[src/hw/rtl/rlebe_pkg.sv]
`default_nettype none
// ----------------------------------------------------------------------------
// rlebe_pkg
// Shared types and constants of the run-length byte encoder.
// ----------------------------------------------------------------------------
package rlebe_pkg;

    // results one source word may produce
    localparam int RESULT_SLOTS = 17;
    localparam int RCNT_W       = $clog2(RESULT_SLOTS + 1);

    // sequencer to packer
    typedef struct packed {
        logic       start;
        logic       push;
        logic       flush;
        logic       done;
        logic [7:0] data;
    } t_pack_cmd;

    // packer to sequencer
    typedef struct packed {
        logic       out_free;
        logic [3:0] fill;
    } t_pack_stat;

endpackage
`default_nettype wire

[src/hw/rtl/rlebe_packer.sv]
`default_nettype none
// ----------------------------------------------------------------------------
// rlebe_packer
// Gathers packet bytes into output lanes and holds the result register.
// ----------------------------------------------------------------------------
module rlebe_packer #(
    parameter int OUT_LANES = 8
) (
    input  logic                  i_clk,
    input  logic                  i_rst_n,
    input  rlebe_pkg::t_pack_cmd  i_cmd,
    output rlebe_pkg::t_pack_stat o_stat,
    output logic                  o_valid,
    input  logic                  i_ready,
    output logic [63:0]           o_word,
    output logic [3:0]            o_count,
    output logic                  o_done
);
    import rlebe_pkg::*;

    localparam int LW = (OUT_LANES > 1) ? $clog2(OUT_LANES) : 1;

    logic [7:0]        r_lane [OUT_LANES];
    logic [LW-1:0]     r_fill;
    logic [RCNT_W-1:0] r_rcnt;
    logic              r_out_valid;
    logic [63:0]       r_out_word;
    logic [3:0]        r_out_count;
    logic              r_out_done;

    logic        out_free;
    logic        full;
    logic        emit;
    logic        keep;
    logic [63:0] word;
    logic [3:0]  count;

    assign out_free = !r_out_valid || i_ready;
    assign full     = i_cmd.push && (r_fill == LW'(OUT_LANES - 1));
    assign emit     = full || i_cmd.flush;
    // results past the slot limit of a word are dropped
    assign keep     = emit && (r_rcnt < RCNT_W'(RESULT_SLOTS));
    assign count    = full ? 4'(OUT_LANES) : 4'(r_fill);

    always_comb begin
        word = '0;
        for (int i = 0; i < OUT_LANES; i++) begin
            word[8*i +: 8] = (i_cmd.push && r_fill == LW'(i)) ? i_cmd.data : r_lane[i];
        end
    end

    always_ff @(posedge i_clk) begin
        if (!i_rst_n) begin
            r_out_valid <= 1'b0;
            r_rcnt      <= '0;
            r_fill      <= '0;
            for (int i = 0; i < OUT_LANES; i++) begin
                r_lane[i] <= '0;
            end
        end else begin
            if (keep) begin
                r_out_valid <= 1'b1;
                r_out_word  <= word;
                r_out_count <= count;
                r_out_done  <= i_cmd.done;
            end else if (i_ready) begin
                r_out_valid <= 1'b0;
            end

            if (i_cmd.start) begin
                r_rcnt <= '0;
            end else if (keep) begin
                r_rcnt <= r_rcnt + 1'b1;
            end

            // unused lanes must read as zero
            if (emit) begin
                r_fill <= '0;
                for (int i = 0; i < OUT_LANES; i++) begin
                    r_lane[i] <= '0;
                end
            end else if (i_cmd.push) begin
                r_lane[r_fill] <= i_cmd.data;
                r_fill         <= r_fill + 1'b1;
            end
        end
    end

    assign o_stat.out_free = out_free;
    assign o_stat.fill     = 4'(r_fill);
    assign o_valid         = r_out_valid;
    assign o_word          = r_out_word;
    assign o_count         = r_out_count;
    assign o_done          = r_out_done;

endmodule
`default_nettype wire

[src/hw/rtl/rle_byte_encoder.sv]
`default_nettype none
// ----------------------------------------------------------------------------
// rle_byte_encoder
// Run-length encoder: one source byte per word in, packed packet bytes out.
// Each word is accepted and its packet plan checked; packet bytes then go out
// one at a time through one byte-wide packing path, followed by the
// end-of-block flush, with carried lanes sent out alone first when needed,
// and the output may stall. A new word is taken only when the last is done.
// Synchronous active-low reset empties the run, pending bytes and lanes.
// ----------------------------------------------------------------------------
module rle_byte_encoder #(
    parameter int MAX_RUN   = 128,
    parameter int OUT_LANES = 8
) (
    input  logic        i_clk,
    input  logic        i_rst_n,
    input  logic        i_valid,
    output logic        o_ready,
    input  logic [7:0]  i_data_byte,
    input  logic        i_end_of_block,
    output logic        o_valid,
    input  logic        i_ready,
    output logic [63:0] o_packed_bytes,
    output logic [3:0]  o_valid_count,
    output logic        o_block_done
);
    import rlebe_pkg::*;

    localparam int CW         = $clog2(MAX_RUN + 3);
    localparam int PW         = $clog2(MAX_RUN + 2);
    localparam int DEPTH      = 1 << PW;
    localparam int RLW        = $clog2(MAX_RUN + 1);
    localparam int SLOT_COUNT = 5;
    localparam int LENW       = $clog2(SLOT_COUNT * (MAX_RUN + 1) + 1);

    localparam logic [2:0] SLOT_REP_A = 3'd0;
    localparam logic [2:0] SLOT_LIT_A = 3'd1;
    localparam logic [2:0] SLOT_REP_B = 3'd2;
    localparam logic [2:0] SLOT_LIT_B = 3'd3;
    localparam logic [2:0] SLOT_LIT_C = 3'd4;

    localparam logic [7:0] TOK_REPEAT = 8'h80;

    typedef enum logic [2:0] {
        S_IDLE,
        S_CHECK,
        S_OVF,
        S_EMIT,
        S_FLUSH
    } t_state;

    t_state r_state;

    // run and pending state
    logic           r_in_run;
    logic [7:0]     r_rv;
    logic [RLW-1:0] r_rl;
    logic [CW-1:0]  r_cnt;
    logic [PW-1:0]  r_head;
    logic [7:0]     r_p1;
    logic [7:0]     r_p2;
    logic           r_last;

    // packet plan of the current word
    logic [SLOT_COUNT-1:0] r_en;
    logic [RLW-1:0]        r_rep_a_len;
    logic [7:0]            r_rep_a_val;
    logic [RLW-1:0]        r_lit_a_n;
    logic [RLW-1:0]        r_rep_b_len;
    logic [7:0]            r_rep_b_val;
    logic [RLW-1:0]        r_lit_b_n;
    logic [RLW-1:0]        r_lit_c_n;

    // emission
    logic [2:0]     r_slot;
    logic [RLW-1:0] r_pos;
    logic [PW-1:0]  r_rd;
    logic [7:0]     r_rdata;
    logic [7:0]     r_mem [DEPTH];

    logic           acc_in;
    logic           taken;
    logic           run;
    logic           triple;
    logic           wr_en;
    logic [PW-1:0]  tail;
    logic [CW-1:0]  consumed;
    logic           n_in_run;
    logic [7:0]     n_rv;
    logic [RLW-1:0] n_rl;
    logic [CW-1:0]  n_cnt;
    logic           n_rep_a_en;
    logic [RLW-1:0] n_rep_a_len;
    logic [RLW-1:0] n_lit_a_n;
    logic           n_rep_b_en;
    logic [RLW-1:0] n_rep_b_len;
    logic [RLW-1:0] n_lit_b_n;
    logic [RLW-1:0] n_lit_c_n;
    logic [PW-1:0]  n_rd;

    logic           cur_rep;
    logic [RLW-1:0] cur_n;
    logic [7:0]     cur_val;
    logic [7:0]     token;
    logic [7:0]     byte_out;
    logic           pkt_end;
    logic [3:0]     nxt;
    logic [3:0]     first;
    logic [LENW-1:0] len;
    logic           ovf;
    logic           fill_nz;
    logic           emit_go;

    t_pack_cmd  cmd;
    t_pack_stat stat;

    // first enabled slot at or after a given one, with a found flag on top
    function automatic logic [3:0] first_from(input logic [SLOT_COUNT-1:0] en,
                                              input logic [2:0] from);
        logic [3:0] res;
        res = '0;
        for (int i = SLOT_COUNT - 1; i >= 0; i--) begin
            if (en[i] && 3'(i) >= from) begin
                res = {1'b1, 3'(i)};
            end
        end
        return res;
    endfunction

    assign o_ready = (r_state == S_IDLE);
    assign acc_in  = i_valid && o_ready;
    assign tail    = r_head + PW'(r_cnt);

    // plan of the packets that this byte causes, in output order
    always_comb begin
        taken       = 1'b0;
        run         = r_in_run;
        triple      = 1'b0;
        wr_en       = 1'b0;
        consumed    = '0;
        n_rv        = r_rv;
        n_rl        = r_rl;
        n_cnt       = r_cnt;
        n_rep_a_en  = 1'b0;
        n_rep_a_len = r_rl;
        n_lit_a_n   = '0;
        n_rep_b_en  = 1'b0;
        n_rep_b_len = r_rl;
        n_lit_b_n   = '0;
        n_lit_c_n   = '0;

        if (r_in_run) begin
            if (i_data_byte == r_rv && r_rl < RLW'(MAX_RUN)) begin
                n_rl  = r_rl + 1'b1;
                taken = 1'b1;
                if (n_rl == RLW'(MAX_RUN)) begin
                    n_rep_a_en  = 1'b1;
                    n_rep_a_len = n_rl;
                    run         = 1'b0;
                    n_rl        = '0;
                end
            end else begin
                n_rep_a_en  = 1'b1;
                n_rep_a_len = r_rl;
                run         = 1'b0;
                n_rl        = '0;
            end
        end

        if (!taken) begin
            wr_en  = 1'b1;
            n_cnt  = r_cnt + 1'b1;
            triple = (n_cnt >= CW'(3)) && (i_data_byte == r_p1) && (r_p1 == r_p2);
            if (triple) begin
                // bytes before the triple leave as a literal, the triple opens a run
                n_lit_a_n = RLW'(n_cnt - CW'(3));
                consumed  = n_cnt;
                n_cnt     = '0;
                run       = 1'b1;
                n_rv      = i_data_byte;
                n_rl      = RLW'(3);
                if (MAX_RUN <= 3) begin
                    n_rep_b_en  = 1'b1;
                    n_rep_b_len = n_rl;
                    run         = 1'b0;
                    n_rl        = '0;
                end
            end else if (n_cnt == CW'(MAX_RUN + 2)) begin
                n_lit_a_n = RLW'(MAX_RUN);
                consumed  = CW'(MAX_RUN);
                n_cnt     = CW'(2);
            end
        end

        if (i_end_of_block) begin
            if (run) begin
                n_rep_b_en  = 1'b1;
                n_rep_b_len = n_rl;
                run         = 1'b0;
                n_rl        = '0;
            end
            if (n_cnt > CW'(MAX_RUN)) begin
                n_lit_b_n = RLW'(MAX_RUN);
                n_lit_c_n = RLW'(n_cnt - CW'(MAX_RUN));
            end else begin
                n_lit_b_n = RLW'(n_cnt);
            end
            consumed = consumed + n_cnt;
            n_cnt    = '0;
        end

        n_in_run = run;
    end

    // current slot of the plan
    always_comb begin
        unique case (r_slot)
            SLOT_REP_A: begin
                cur_rep = 1'b1;
                cur_n   = r_rep_a_len;
                cur_val = r_rep_a_val;
            end
            SLOT_LIT_A: begin
                cur_rep = 1'b0;
                cur_n   = r_lit_a_n;
                cur_val = '0;
            end
            SLOT_REP_B: begin
                cur_rep = 1'b1;
                cur_n   = r_rep_b_len;
                cur_val = r_rep_b_val;
            end
            SLOT_LIT_B: begin
                cur_rep = 1'b0;
                cur_n   = r_lit_b_n;
                cur_val = '0;
            end
            SLOT_LIT_C: begin
                cur_rep = 1'b0;
                cur_n   = r_lit_c_n;
                cur_val = '0;
            end
            default: begin
                cur_rep = 1'b0;
                cur_n   = '0;
                cur_val = '0;
            end
        endcase
    end

    assign token    = (cur_rep ? TOK_REPEAT : 8'h00) | {1'b0, 7'(cur_n - 1'b1)};
    assign byte_out = (r_pos == '0) ? token : (cur_rep ? cur_val : r_rdata);
    assign pkt_end  = cur_rep ? (r_pos == RLW'(1)) : (r_pos == cur_n);
    assign nxt      = first_from(r_en, r_slot + 3'd1);
    assign first    = first_from(r_en, SLOT_REP_A);

    always_comb begin
        len = '0;
        if (r_en[SLOT_REP_A]) len = len + LENW'(2);
        if (r_en[SLOT_LIT_A]) len = len + LENW'(r_lit_a_n) + LENW'(1);
        if (r_en[SLOT_REP_B]) len = len + LENW'(2);
        if (r_en[SLOT_LIT_B]) len = len + LENW'(r_lit_b_n) + LENW'(1);
        if (r_en[SLOT_LIT_C]) len = len + LENW'(r_lit_c_n) + LENW'(1);
    end

    // at the end of a block, carried lanes go out alone when they would push the word past its slots
    assign fill_nz = (stat.fill != 4'd0);
    assign ovf     = r_last && fill_nz &&
                     ((16'(stat.fill) + 16'(len)) > 16'(RESULT_SLOTS * OUT_LANES));
    assign emit_go = (r_state == S_EMIT) && stat.out_free;

    always_comb begin
        if (acc_in) begin
            n_rd = r_head;
        end else if (emit_go && !cur_rep && r_pos != '0) begin
            n_rd = r_rd + 1'b1;
        end else begin
            n_rd = r_rd;
        end
    end

    always_comb begin
        cmd.start = acc_in;
        cmd.push  = emit_go;
        cmd.data  = byte_out;
        cmd.flush = stat.out_free &&
                    ((r_state == S_OVF) || (r_state == S_FLUSH && fill_nz));
        priority if (r_state == S_FLUSH) begin
            cmd.done = 1'b1;
        end else if (r_state == S_OVF) begin
            cmd.done = 1'b0;
        end else begin
            cmd.done = r_last && pkt_end && !nxt[3];
        end
    end

    // pending byte store, read one byte ahead of the literal walk
    always_ff @(posedge i_clk) begin
        if (acc_in && wr_en) begin
            r_mem[tail] <= i_data_byte;
        end
        r_rdata <= r_mem[n_rd];
    end

    always_ff @(posedge i_clk) begin
        if (!i_rst_n) begin
            r_state  <= S_IDLE;
            r_in_run <= 1'b0;
            r_rv     <= '0;
            r_rl     <= '0;
            r_cnt    <= '0;
            r_head   <= '0;
            r_last   <= 1'b0;
            r_en     <= '0;
            r_slot   <= '0;
            r_pos    <= '0;
            r_rd     <= '0;
        end else begin
            r_rd <= n_rd;
            unique case (r_state)
                S_IDLE: begin
                    if (acc_in) begin
                        r_in_run    <= n_in_run;
                        r_rv        <= n_rv;
                        r_rl        <= n_rl;
                        r_cnt       <= n_cnt;
                        r_head      <= r_head + PW'(consumed);
                        r_last      <= i_end_of_block;
                        r_rep_a_len <= n_rep_a_len;
                        r_rep_a_val <= r_rv;
                        r_lit_a_n   <= n_lit_a_n;
                        r_rep_b_len <= n_rep_b_len;
                        r_rep_b_val <= n_rv;
                        r_lit_b_n   <= n_lit_b_n;
                        r_lit_c_n   <= n_lit_c_n;
                        r_en        <= {n_lit_c_n != '0, n_lit_b_n != '0, n_rep_b_en,
                                        n_lit_a_n != '0, n_rep_a_en};
                        if (!taken) begin
                            r_p2 <= r_p1;
                            r_p1 <= i_data_byte;
                        end
                        r_state <= S_CHECK;
                    end
                end
                S_CHECK: begin
                    r_slot <= first[2:0];
                    r_pos  <= '0;
                    priority if (ovf) begin
                        r_state <= S_OVF;
                    end else if (first[3]) begin
                        r_state <= S_EMIT;
                    end else begin
                        r_state <= r_last ? S_FLUSH : S_IDLE;
                    end
                end
                S_OVF: begin
                    if (stat.out_free) begin
                        r_state <= first[3] ? S_EMIT : S_FLUSH;
                    end
                end
                S_EMIT: begin
                    if (emit_go) begin
                        if (pkt_end) begin
                            r_pos <= '0;
                            if (nxt[3]) begin
                                r_slot <= nxt[2:0];
                            end else begin
                                r_state <= r_last ? S_FLUSH : S_IDLE;
                            end
                        end else begin
                            r_pos <= r_pos + 1'b1;
                        end
                    end
                end
                S_FLUSH: begin
                    if (!fill_nz || stat.out_free) begin
                        r_state <= S_IDLE;
                    end
                end
                default: begin
                    r_state <= S_IDLE;
                end
            endcase
        end
    end

    rlebe_packer #(
        .OUT_LANES (OUT_LANES)
    ) u_packer (
        .i_clk   (i_clk),
        .i_rst_n (i_rst_n),
        .i_cmd   (cmd),
        .o_stat  (stat),
        .o_valid (o_valid),
        .i_ready (i_ready),
        .o_word  (o_packed_bytes),
        .o_count (o_valid_count),
        .o_done  (o_block_done)
    );

endmodule
`default_nettype wire
[config.mk]
export PLATFORM = sky130hd
export DESIGN_NAME = rle_byte_encoder
export DESIGN_NICKNAME = d
export VERILOG_FILES = /design/src/hw/rtl/rlebe_pkg.sv /design/src/hw/rtl/rlebe_packer.sv /design/src/hw/rtl/rle_byte_encoder.sv
export SDC_FILE = /design/constraint.sdc
export NUM_CORES = 2
export LEC_CHECK = 0
export BUFFER_PORTS_ARGS = -buffer_cell sky130_fd_sc_hd__buf_4
export CAP_MARGIN = 20
export CORE_MARGIN = 5
export CORE_UTILIZATION = 45
export CTS_CLUSTER_SIZE = 30
export DETAILED_ROUTE_END_ITERATION = 8
export GPL_ROUTABILITY_DRIVEN = 1
export PLACE_DENSITY_LB_ADDON = 0.25
export REMOVE_ABC_BUFFERS = 1
export SETUP_SLACK_MARGIN = 0.3
export SLEW_MARGIN = 15
export SYNTH_ARGS = -nofsm -noshare
export SYNTH_HDL_FRONTEND = slang
export SYNTH_SLANG_ARGS = --single-unit
[constraint.sdc]
create_clock -name i_clk -period 8.6 [get_ports i_clk]
set_input_delay 0.86 -clock i_clk [delete_from_list [all_inputs] [get_ports i_clk]]
set_output_delay 0.86 -clock i_clk [all_outputs]
set_load 0.02 [all_outputs]
==> metrics.md <==
| Metric | Value |
|---|---|
| Run status | `finished clean` |
| Adder-cell share of the synthesized area | `0.00955` |
| Dpl hpwl | `178000 µm` |
| CORE AREA | `between 0.2 and 0.25 mm²` |
| Synth cell types | `between 100 and 150` |
| Minimum clock period | `roughly 7 ns` |
| CTS tree | `yes` |
| Setup crit end kind | `flip-flop` |
| Worst-Margin Slew | `between 1 and 1.5 ns` |
| First-pass DRT Iterations | `8` |
| Gpl congestion | `0.882` |
| Most instantiated cells after synthesis | `edfxtp_1 (2253), nand2_1 (1359), nor2_1 (470)` |
| Max reg flops | `just over 2000` |
| CP top delay family | `compound AO/OA/AOI/OAI gates` |
| Die height | `472 µm` |
| Classification of the worst-slack hold path | `in2reg` |
| WL final | `between 200000 and 300000 µm` |
| Routed vias | `about 62000` |
| Sequential area share after synthesis | `0.722` |
| Final hold violations | `0` |
| Syn Inst Count | `between 7000 and 8000` |
| Synth Register Bits | `about 2300` |
| Synth top area share | `0.705` |
| Ports | `84` |
| Initial drt markers | `around 8800` |
| PnR worst setup slack | `~1.7 ns` |
| Leakage | `approximately 35 nW` |
| Vias in the first global route | `slightly below 60000` |
| Starting density of the core | `0.452` |
| Worst r2r path cells | `15` |
| CP Data Required Time | `9.32 ns` |
| RSZ-0062 raised after global routing | `no` |
| Yosys warnings | `0` |
| Worst r2r src | `r_slot[0]` |
| Total CTS buffers | `between 200 and 250` |
| Largest register by flop count | `r_mem` |
| Cells along the critical path | `inv_1 -> ha_1 -> o21bai_2 -> o2111ai_4 -> mux2i_4 -> buf_12 -> buf_12 -> buf_4 -> mux2i_1 -> a32oi_1 -> a31oi_1 -> a211o_1 -> o21ai_0 -> o41ai_1 -> nor4bb_1` |
| Count leader, synth | `edfxtp_1` |
| Post-Synth XOR/XNOR Area | `0.00813` |
| Final-stage net count | `7200` |
| Finished layout cell area | `between 0.1 and 0.15 mm²` |
| Ranking of synthesized cells by area | `edfxtp_1 (71%), nand2_1 (5.3%), mux2i_1 (4.3%), nand3_1 (2.1%), nor2_1 (1.8%)` |
| Drt via density | `roughly 6.1` |
| Global route overflow | `0` |
| CP arrival | `7.66 ns` |
| Clock slew at reported path FFs | `around 0.060 ns` |
| Placed Cells | `about 9700` |
| Rows | `169` |
| Final Cycle Share | `0.807` |
| Total die area | `0.222 mm²` |
| Simple-gate share of the synthesized area | `0.117` |
| Setup violators final | `0` |
| Pre-CTS setup slack | `approximately 1.8 ns` |
| Drt drc | `0` |
| Post-CTS sizing | `0` |
| Global-route wire length before repair | `between 400000 and 500000 µm` |
| Relative slew slack | `0.191` |
| GRT Util Overall | `0.260` |
| Setup Buffers After CTS | `0` |
| RR Endpoint | `r_rdata[3]` |
| Critical path depth | `15` |
| Post-synthesis mux area share | `0.0491` |
| Worst vdd ir | `about 0.00025 V` |
| Max Cap Viol | `0` |
| Layout fillers | `17800` |
| Crit path top cell by count | `buf_12` |
| Max Clk Rate | `around 0.14 GHz` |
| PD cells | `about 260 mW/mm²` |
| CTS sink count | `about 2300` |
| Number of port buffers | `83` |
| Worst-Skew Late Latency | `around 0.90 ns` |
| Syn-to-layout area delta | `12.1%` |
| Largest fanout on the critical path | `130` |
| Mean area per synthesized cell | `roughly 14 µm²` |
| Initial antenna violation count | `21` |
| Crit path buffers/inverters | `4` |
| H-tree depth | `4` |
| Clock Tree Buf Depth | `3` |
| Die W | `approximately 470 µm` |
| Hold Buf Count CTS | `0` |
| Synth area leader | `edfxtp_1` |
| Largest net degree at the start of global routing | `between 150 and 200` |
| Share of cells above drive strength 1 | `0.0925` |
| Max incr delay on CP | `about 1.1 ns` |
| Synth Flop Type | `edfxtp_1` |
| Crit Path Class | `reg2reg` |
| Routed len/inst | `slightly below 30 µm` |
| Utilization after layout | `0.507` |
| Worst Clk Skew | `approximately 0.087 ns` |
| Root Driver | `clkbuf_16` |
| Startpoint type of the worst setup path | `flip-flop` |
| WHS Path Cells | `1` |
| CP max stage cell | `o41ai_1` |
| Worst Min Path Start | `i_data_byte[7]` |
| Async S/R FF share, synth | `0` |
| Post-synth EDFFs | `roughly 2300` |
| Main combinational cell family by area after synthesis | `simple AND/OR/NAND/NOR gates` |
| Final Non-Filler Cells | `~10000` |
| Register-to-register setup slack | `1.66 ns` |
| Cell area after synthesis | `about 0.096 mm²` |
| Post-route antenna net violation count | `0` |
| Compound-Gate Fraction of Synth Area | `0.0731` |
| Worst Hold Endpoint | `r_mem[158][7]` |
| Area of placed instances | `~0.1 mm²` |
| Final Max Tran Viols | `0` |
cell families (layout without fill, tap and decap cells):
group | after synthesis | in the layout
xor+xnor | 89 | 89
flops | 2331 | 2331
fa+ha+maj | 69 | 69
mux | 454 | 454
compound gates | 1048 | 1048
simple gates | 2589 | 2589
other cells | 1 | 12
buf+inv | 479 | 731
cell type report:
cell class              instances  area [µm²]  area share
flip-flops and latches       2331       69200       0.644
multi-input cells            4250       24800       0.231
clock buffers                 302        6190      0.0576
well taps                    2821        3530      0.0328
repair buffers                247        2190      0.0204
clock inverters               126        1340      0.0125
inverters                      56         210     0.00195
diodes                         11        27.5    0.000256
power breakdown:
group          internal (W)  switching [W]
clock network       0.00568        0.00437
registers            0.0126       0.000149
logic               0.00126        0.00372
total                0.0195        0.00824
metrics by stage:
step	hold slack, ns	power (W)	TNS (ns)
3_3_place_gp	0.402	0.0178	0
4_1_cts	0.283	0.0277	0
5_1_grt	0.304	0.0285	0
6_report	0.335	0.0278	0
2_1_floorplan	0.400	0.0162	-370.82
3_5_place_dp	0.405	0.0178	0
routing by layer:
layer / global-route usage / share of wire
met5: 0 / 0.00027
met4: 0.118 / 0.051
met3: 0.0601 / 0.10
met2: 0.397 / 0.45
met1: 0.356 / 0.39
layout by cell type (no fill, tap or decap), types with 13 or more instances in the layout:
master / count
a21oi_1: 263
o2111ai_1: 15
nor2b_1: 26
a32oi_1: 96
a22oi_1: 23
bufinv_16: 20
o21ai_1: 13
o221ai_1: 16
dfxtp_1: 78
clkbuf_1: 60
nor3_1: 59
a211oi_1: 27
nand4_1: 85
xor2_1: 39
and2_1: 20
nand2_1: 1356
o22ai_1: 143
inv_1: 55
nand3_1: 392
o31ai_1: 19
a31oi_1: 74
clkinv_1: 34
buf_4: 216
nor2_1: 465
nor4_1: 56
o21a_1: 14
ha_1: 62
o21ai_0: 138
clkbuf_16: 234
mux2i_1: 415
edfxtp_1: 2253
buf_12: 22
clkinv_2: 43
a21o_1: 19
mux2_2: 24
o211ai_1: 22
xnor2_1: 50
o41ai_1: 17
and3_1: 41
worst max path at each step:
stage              start         end  slack (ns)
6_report       r_slot[0]  r_rdata[3]        1.66
3_5_place_dp   r_slot[0]  r_rdata[3]        1.80
5_1_grt        r_slot[0]  r_rdata[3]        1.49
3_3_place_gp   r_slot[0]  r_rdata[3]        1.80
2_1_floorplan    i_valid  r_rdata[6]      -43.33
4_1_cts        r_slot[0]  r_rdata[3]        1.78
Power figures use the tool's default switching activity.
